--- config.mk ---
export PLATFORM = sky130hd
export DESIGN_NAME = lsc_window
export DESIGN_NICKNAME = d
export VERILOG_FILES = /design/src/hw/rtl/lsc_pkg.sv /design/src/hw/rtl/lsc_window.sv
export SDC_FILE = /design/constraint.sdc
export NUM_CORES = 1
export LEC_CHECK = 0
export BUFFER_PORTS_ARGS = -buffer_cell sky130_fd_sc_hd__buf_2
export CORE_ASPECT_RATIO = 0.75
export CORE_MARGIN = 4
export CORE_UTILIZATION = 40
export DETAILED_ROUTE_END_ITERATION = 6
export SKIP_CTS_REPAIR_TIMING = 1
export SLEW_MARGIN = 30
export SYNTH_ARGS = -nofsm -noshare
export SYNTH_HDL_FRONTEND = slang
export SYNTH_SLANG_ARGS = --single-unit
--- constraint.sdc ---
create_clock -name clk -period 8.1 [get_ports clk]
set_input_delay 0 -clock clk [delete_from_list [all_inputs] [get_ports clk]]
set_output_delay 0 -clock clk [all_outputs]
set_load 0.02 [all_outputs]
--- src/hw/rtl/lsc_pkg.sv ---
// ----------------------------------------------------------------------------
// lsc_pkg
// Shared widths, constants and types of the scanline lane-centre search.
// ----------------------------------------------------------------------------
`default_nettype none

package lsc_pkg;

  localparam int PIXEL_W     = 8;
  localparam int START_W     = 10;
  localparam int LIMIT_W     = 12;
  localparam int OUT_W       = 10;
  localparam int EDGE_MARGIN = 20;

  localparam logic [LIMIT_W-1:0] DARK_LIMIT_RESET = 12'd1000;

  typedef enum logic [1:0] {
    S_IDLE,
    S_LEFT,
    S_RIGHT,
    S_EMIT
  } state_t;

  typedef struct packed {
    logic clear;
    logic push;
  } win_ctrl_t;

endpackage

`default_nettype wire

--- src/hw/rtl/lsc_window.sv ---
// ----------------------------------------------------------------------------
// lsc_window
// Sliding window over the pixel stream of one scan: holds the last
// WINDOW_LEN-1 pixels and their sum, and flags an edge when the oldest held
// pixel is zero and the full window sum is within the dark limit.
// ----------------------------------------------------------------------------
`default_nettype none

module lsc_window import lsc_pkg::*; #(
  parameter int WINDOW_LEN = 16
) (
  input  logic               clk,
  input  logic               rst,
  input  win_ctrl_t          ctrl,
  input  logic [PIXEL_W-1:0] pixel,
  input  logic [LIMIT_W-1:0] dark_limit,
  output logic               hit
);

  localparam int HELD   = WINDOW_LEN - 1;
  localparam int SUM_W  = $clog2(WINDOW_LEN * 255 + 1);
  localparam int CMP_W  = (SUM_W > LIMIT_W) ? SUM_W : LIMIT_W;
  localparam int FILL_W = $clog2(WINDOW_LEN);

  logic [PIXEL_W-1:0] held [HELD];
  logic [SUM_W-1:0]   sum;
  logic [SUM_W-1:0]   total;
  logic [SUM_W-1:0]   sum_next;
  logic [FILL_W-1:0]  fill;
  logic               full;

  assign full     = (fill == FILL_W'(HELD));
  assign total    = sum + SUM_W'(pixel);
  assign sum_next = total - SUM_W'(held[HELD-1]);
  assign hit      = full && (held[HELD-1] == '0) &&
                    (CMP_W'(total) <= CMP_W'(dark_limit));

  always_ff @(posedge clk) begin
    if (rst) begin
      fill <= '0;
    end else if (ctrl.clear) begin
      fill <= '0;
    end else if (ctrl.push && !full) begin
      fill <= fill + FILL_W'(1);
    end
  end

  always_ff @(posedge clk) begin
    if (ctrl.clear) begin
      sum <= '0;
      for (int k = 0; k < HELD; k++) begin
        held[k] <= '0;
      end
    end else if (ctrl.push) begin
      sum     <= sum_next;
      held[0] <= pixel;
      for (int k = 1; k < HELD; k++) begin
        held[k] <= held[k-1];
      end
    end
  end

endmodule

`default_nettype wire

; ---- After elaboration in Yosys (flattened, before gate mapping)
; Memories as Yosys holds them, arrays and structs flattened.
; Cells that the tools add are included.
[word_totals]
reg_bits = 16
ram_bits = 120
mem_count = 1
[classes]
n_addsub = 3
n_lt_le_gt_ge = 1
eq_ne = 1
n_mux = 20
bitwise = 15
n_reduce_logical = 6
[mem_list]
columns = name, words, width, rd, rd_ports_with_merged_regs, wr, line_no
row1 = held, 15, 8, 15, 0, 15, lsc_window.sv:25  ; logic [PIXEL_W-1:0] held [HELD];
[op_table]
columns = cell, n
row1 = $mux 8, 15
row2 = $or 1x1->1, 15
row3 = $add 12x8->12, 1
row4 = $le 12x12->1, 1
row5 = $sub 12x8->12, 1
row6 = $logic_not 8->1, 1
row7 = $mux 1, 5
row8 = $add 4x1->4 const B, 1
row9 = $eq 4x4->1 const B, 1
row10 = $logic_and 1x1->1, 3
row11 = $reduce_or 2->1, 1
row12 = $logic_not 1->1, 1

; ---- Longest topological paths before layout
[depth]
word_depth = 4
mapped_depth = 16
depth_no_buf = 16

; ---- Worst setup path after synthesis
; OpenSTA, ideal clock, no wires.
[synth_timing]
path_type = flip-flop to output port
start = reg sum[0]
end = out hit
t_arrival_ns = 3.381
t_required_ns = 8.100
path_slack_ns = 4.719
path_stages_with_launch = 16
n_path_buf = 0
path_cell_list = dfxtp_1 ha_1 fa_1 a41o_1 a21oi_1 inv_1 a21oi_1 xnor2_1 ha_1 a21o_1 a21oi_1 o21ai_1 o21a_1 o21a_1 o32a_1 nor4_1
[synth_between]
elab_chain_cells = 3
[synth_rtl]
columns = element, line_no
row1 = start: declaration, lsc_window.sv:26  ; logic [SUM_W-1:0] sum;
row2 = start signal: assignment, lsc_window.sv:55  ; sum <= sum_next;
row3 = $add 12x8->12, lsc_window.sv:33  ; assign total = sum + SUM_W'(pixel);
row4 = $le 12x12->1, lsc_window.sv:36  ; (CMP_W'(total) <= CMP_W'(dark_limit));
row5 = $logic_and 1x1->1, lsc_window.sv:35  ; assign hit = full && (held[HELD-1] == '0) &&
row6 = end: declaration, lsc_window.sv:17  ; output logic hit
; Every way passes these cells.

; ---- Worst setup path after layout
; Ends and elaborated chain as after synthesis.

==> run_summary.xml <==
<?xml version="1.0" encoding="UTF-8"?>
<metrics>
  <group name="synthesis">
    <metric name="async_flop_share" unit="%">0</metric>
    <metric name="synth.top_cell.area_share" unit="%">57.6</metric>
    <metric name="synth_top_cell_by_area" unit="">sky130_fd_sc_hd__edfxtp_1</metric>
    <metric name="yosysMostFrequentCell" unit="">sky130_fd_sc_hd__edfxtp_1</metric>
    <metric name="syn_avg_cell_area" unit="um^2">13.0</metric>
    <metric name="postSynthCellCount" unit="">480</metric>
    <metric name="synth.cells.most_frequent" unit="">sky130_fd_sc_hd__edfxtp_1, sky130_fd_sc_hd__and2_1, sky130_fd_sc_hd__nor2b_1</metric>
    <metric name="postSynthNetCount" unit="">535</metric>
    <metric name="seq_area_frac_synth" unit="%">62.7</metric>
    <metric name="synth_top_cells_by_area" unit="">sky130_fd_sc_hd__edfxtp_1, sky130_fd_sc_hd__and2_1, sky130_fd_sc_hd__ha_1</metric>
    <metric name="seq_cells_post_synth" unit="">136</metric>
    <metric name="synth_edf_count" unit="">120</metric>
    <metric name="syn-cell-area" unit="um^2">6260</metric>
    <metric name="synth_warnings" unit="">0</metric>
    <metric name="synthDistinctLibCells" unit="">51</metric>
    <metric name="synth_ff_type" unit="">sky130_fd_sc_hd__edfxtp_1</metric>
  </group>
  <group name="cts">
    <metric name="cts_buffers" unit="">17</metric>
    <metric name="cts_tree" unit="">built</metric>
    <metric name="clock_pin_slew_on_the_worst_setup_and_hold_paths" unit="ns">0.06</metric>
    <metric name="clock_sink_count" unit="">136</metric>
    <metric name="clock_path_buffers" unit="">2</metric>
    <metric name="cts-htree-levels" unit="">4</metric>
    <metric name="insertion_delay" unit="ns">0.41</metric>
    <metric name="root_buffer" unit="">sky130_fd_sc_hd__clkbuf_16</metric>
  </group>
  <group name="setup_path">
    <metric name="worst-endpoint-arrival" unit="ns">4.04</metric>
    <metric name="crit_chain" unit="">ha_1, fa_1, a41o_1, a21oi_1, inv_1, a21oi_1, xnor2_1, ha_1, a21o_1, a21oi_1, o21ai_1, o21a_1, o21a_1, o32a_1, nor4_1, buf_2</metric>
    <metric name="crit-reg2reg-launch" unit="">sum[0]</metric>
    <metric name="timing.reg2reg.setup_slack" unit="ns">4.49</metric>
    <metric name="reg2reg_to" unit="">sum[11]</metric>
    <metric name="cpMostUsedCell" unit="">sky130_fd_sc_hd__a21oi_1</metric>
    <metric name="cpMaxStageDelayCell" unit="">sky130_fd_sc_hd__fa_1</metric>
    <metric name="setup.worst_path.end_class" unit="">output port</metric>
    <metric name="crit_path_start_kind" unit="">flop</metric>
    <metric name="worst_r2r_path_depth" unit="">15</metric>
    <metric name="crit_path_max_fanout" unit="">3</metric>
    <metric name="path_class" unit="">flop to output port</metric>
    <metric name="crit_required" unit="ns">8.10</metric>
    <metric name="critPathMaxStageDelay" unit="ns">0.43</metric>
  </group>
  <group name="floorplanning">
    <metric name="die_w" unit="um">152</metric>
    <metric name="die_h" unit="um">116</metric>
    <metric name="num_rows" unit="">39</metric>
    <metric name="die-area" unit="um^2">17700</metric>
    <metric name="starting_utilization_of_the_core_area" unit="%">41.0</metric>
    <metric name="ios" unit="">25</metric>
    <metric name="coreArea" unit="um^2">15300</metric>
  </group>
  <group name="final_layout">
    <metric name="drive_above_1_share" unit="%">12.1</metric>
    <metric name="num-fill-cells" unit="">1375</metric>
    <metric name="layout.nets" unit="">572</metric>
    <metric name="layout.cells.non_filler" unit="">734</metric>
    <metric name="area.growth.synth_to_final" unit="%">15.9</metric>
    <metric name="n_antenna_cell" unit="">0</metric>
  </group>
  <group name="timing">
    <metric name="timing.setup.tns" unit="ns">0</metric>
    <metric name="drv_slew" unit="">0</metric>
    <metric name="min_period" unit="ns">4.04</metric>
    <metric name="max_slew.worst_pin.slew" unit="ns">0.762</metric>
    <metric name="max-slew-margin-rel" unit="%">49.2</metric>
    <metric name="timing.final.crit_share" unit="%">49.9</metric>
    <metric name="final.setup_skew" unit="ns">0.0155</metric>
    <metric name="unrepaired_setup_endpoints_after_global_routing" unit="">false</metric>
    <metric name="max_freq" unit="MHz">248</metric>
    <metric name="setup-violations-final" unit="">0</metric>
    <metric name="finalHoldViolCount" unit="">0</metric>
  </group>
  <group name="pwr">
    <metric name="net-switching-power" unit="W">0.000633</metric>
    <metric name="powerDensity" unit="nW/um^2">301</metric>
    <metric name="power_switching_share" unit="%">28.9</metric>
    <metric name="clk_network_pwr_share" unit="%">34.3</metric>
    <metric name="comb_power_share" unit="%">26.3</metric>
    <metric name="ir_worst_vdd" unit="mV">0.184</metric>
    <metric name="share_seq_of_total_power" unit="%">39.3</metric>
    <metric name="static_leakage" unit="nW">2.97</metric>
    <metric name="internal_power" unit="W">0.00155</metric>
  </group>
  <group name="detailed_routing">
    <metric name="vias_per_cell" unit="">4.87</metric>
    <metric name="firstDrtPassIters" unit="">4</metric>
    <metric name="met3_length" unit="um">487</metric>
    <metric name="drc" unit="">0</metric>
    <metric name="finalWirelength" unit="mm">10.8</metric>
    <metric name="met1Wirelength" unit="mm">5.54</metric>
    <metric name="wl_met2" unit="mm">4.63</metric>
    <metric name="drt.antenna.violating_nets" unit="">0</metric>
    <metric name="detail_route.iter0.violations" unit="">170</metric>
    <metric name="topRoutingLayerUsed" unit="">met4</metric>
    <metric name="total_via_count_in_the_routed_design" unit="">3573</metric>
    <metric name="wl_per_cell" unit="um">14.7</metric>
  </group>
  <group name="flow_run">
    <metric name="drv.max_cap_violation_count" unit="">0</metric>
  </group>
  <group name="global_routing">
    <metric name="first_global_vias" unit="">3472</metric>
    <metric name="grt_max_degree" unit="">83</metric>
    <metric name="antenna_found_initial" unit="">0</metric>
    <metric name="grt_first_pass_wirelength" unit="mm">17.7</metric>
    <metric name="grt_use_total" unit="%">12.8</metric>
    <metric name="globalRouteOverflowTotal" unit="">0</metric>
  </group>
  <group name="placed_design">
    <metric name="detailedPlacementHpwl" unit="mm">6.84</metric>
    <metric name="globalplace.congestion" unit="">0.832</metric>
    <metric name="place.port_buffers" unit="">24</metric>
    <metric name="placedCellCount" unit="">694</metric>
  </group>
  <group name="hold_path">
    <metric name="min_to" unit="">sum[9]</metric>
    <metric name="min_path_type" unit="">input pin to flop</metric>
    <metric name="hold-path-cell-count" unit="">2</metric>
    <metric name="min_from" unit="">ctrl[0]</metric>
  </group>
  <group name="run_status">
    <metric name="run_status" unit="">finished, final reports clean</metric>
  </group>
</metrics>
## routing by layer
metal	GRT usage, %	vias up
met4	4.33	0
met1	18.9	1726
met3	3.89	13
met2	18.0	69
li1	-	1765
met5	0	-
## sequential cells by signal (all words and copies together), names as in the netlist
signal and count:
held 120, sum 12, fill 4
## stage by stage
step	hold WS, ns	utilization (%)	total power, W	setup WS (ns)	instance area, um^2
after floorplan	0.0766	-	0.00131	4.72	6260
after global placement	0.214	43.2	0.00141	4.63	6600
after detailed placement	0.227	43.2	0.00144	4.51	6600
after CTS	-0.210	46.9	0.00220	4.05	7170
after global routing	0.122	47.5	0.00231	3.91	7260
final	0.115	47.5	0.00219	4.06	7260
## cell type report
cell class                      instances  area [um^2]  area share (%)
Multi-Input combinational cell        299         2170            29.9
Clock inverter                         10          129            1.78
Inverter                               27          104            1.43
Timing Repair Buffer                   36          233            3.21
Clock buffer                           21          440            6.07
Tap cell                              205          256            3.53
Sequential cell                       136         3920            54.1
## layout by cell type, fill, tap and decap left out, types with 4 or more instances in the layout
master | synthesis | layout
sky130_fd_sc_hd__edfxtp_1 | 120 | 120
sky130_fd_sc_hd__and2_1 | 80 | 80
sky130_fd_sc_hd__nor2b_1 | 45 | 44
sky130_fd_sc_hd__ha_1 | 29 | 29
sky130_fd_sc_hd__inv_1 | 27 | 26
sky130_fd_sc_hd__buf_2 | 0 | 24
sky130_fd_sc_hd__nor2_1 | 17 | 17
sky130_fd_sc_hd__clkbuf_16 | 0 | 17
sky130_fd_sc_hd__dfxtp_1 | 16 | 16
sky130_fd_sc_hd__a21oi_1 | 13 | 13
sky130_fd_sc_hd__nand3_1 | 10 | 10
sky130_fd_sc_hd__xnor2_1 | 9 | 9
sky130_fd_sc_hd__nand2_1 | 9 | 9
sky130_fd_sc_hd__dlygate4sd3_1 | 0 | 9
sky130_fd_sc_hd__xor2_1 | 8 | 8
sky130_fd_sc_hd__a21o_1 | 6 | 6
sky130_fd_sc_hd__o21ai_0 | 6 | 6
sky130_fd_sc_hd__o21a_1 | 6 | 6
sky130_fd_sc_hd__nor3_1 | 6 | 6
sky130_fd_sc_hd__mux2i_1 | 5 | 5
sky130_fd_sc_hd__nor3b_1 | 5 | 5
sky130_fd_sc_hd__a211oi_1 | 4 | 4
sky130_fd_sc_hd__clkbuf_1 | 16 | 4
## how the worst max path moves through the flow
stage,from,end,slack (ns)
5_1_grt,sum[0],hit,3.91
4_1_cts,sum[0],hit,4.05
2_1_floorplan,sum[0],hit,4.72
6_report,sum[0],hit,4.06
3_3_place_gp,sum[0],hit,4.63
3_5_place_dp,sum[0],hit,4.51
## worst max-delay path: cells and delay by family (launching register included)
kind                       cells  cell delay, ns
AOI/OAI and AO/OA              9            1.55
xor gates and xnor gates       1            0.20
adders and majority gates      3            0.95
buffers and inverters          2            0.32
DFF                            1            0.31
and+or+nand+nor                1            0.30
## power groups by stage
stage	combinational [W]	sequential, W	clock (W)
after global placement	0.000542	0.000872	0
after CTS	0.000568	0.000860	0.000771
after global routing	0.000637	0.000868	0.000804
final	0.000576	0.000860	0.000750
after detailed placement	0.000562	0.000874	0
after floorplan	0.000445	0.000862	0
## cell families (layout without fill, tap and decap cells)
family                     Yosys count  count (layout)  share of synthesized area [%]
AOI/OAI and AO/OA                   56              56                           6.68
DFF                                136             136                           62.7
and+or+nand+nor                    188             188                           17.7
muxes                                5               5                          0.800
xor gates and xnor gates            19              19                           2.90
buffers and inverters               45              94                           2.76
adders and majority gates           31              31                           6.44
No activity file was read; power rests on OpenSTA's default activity.
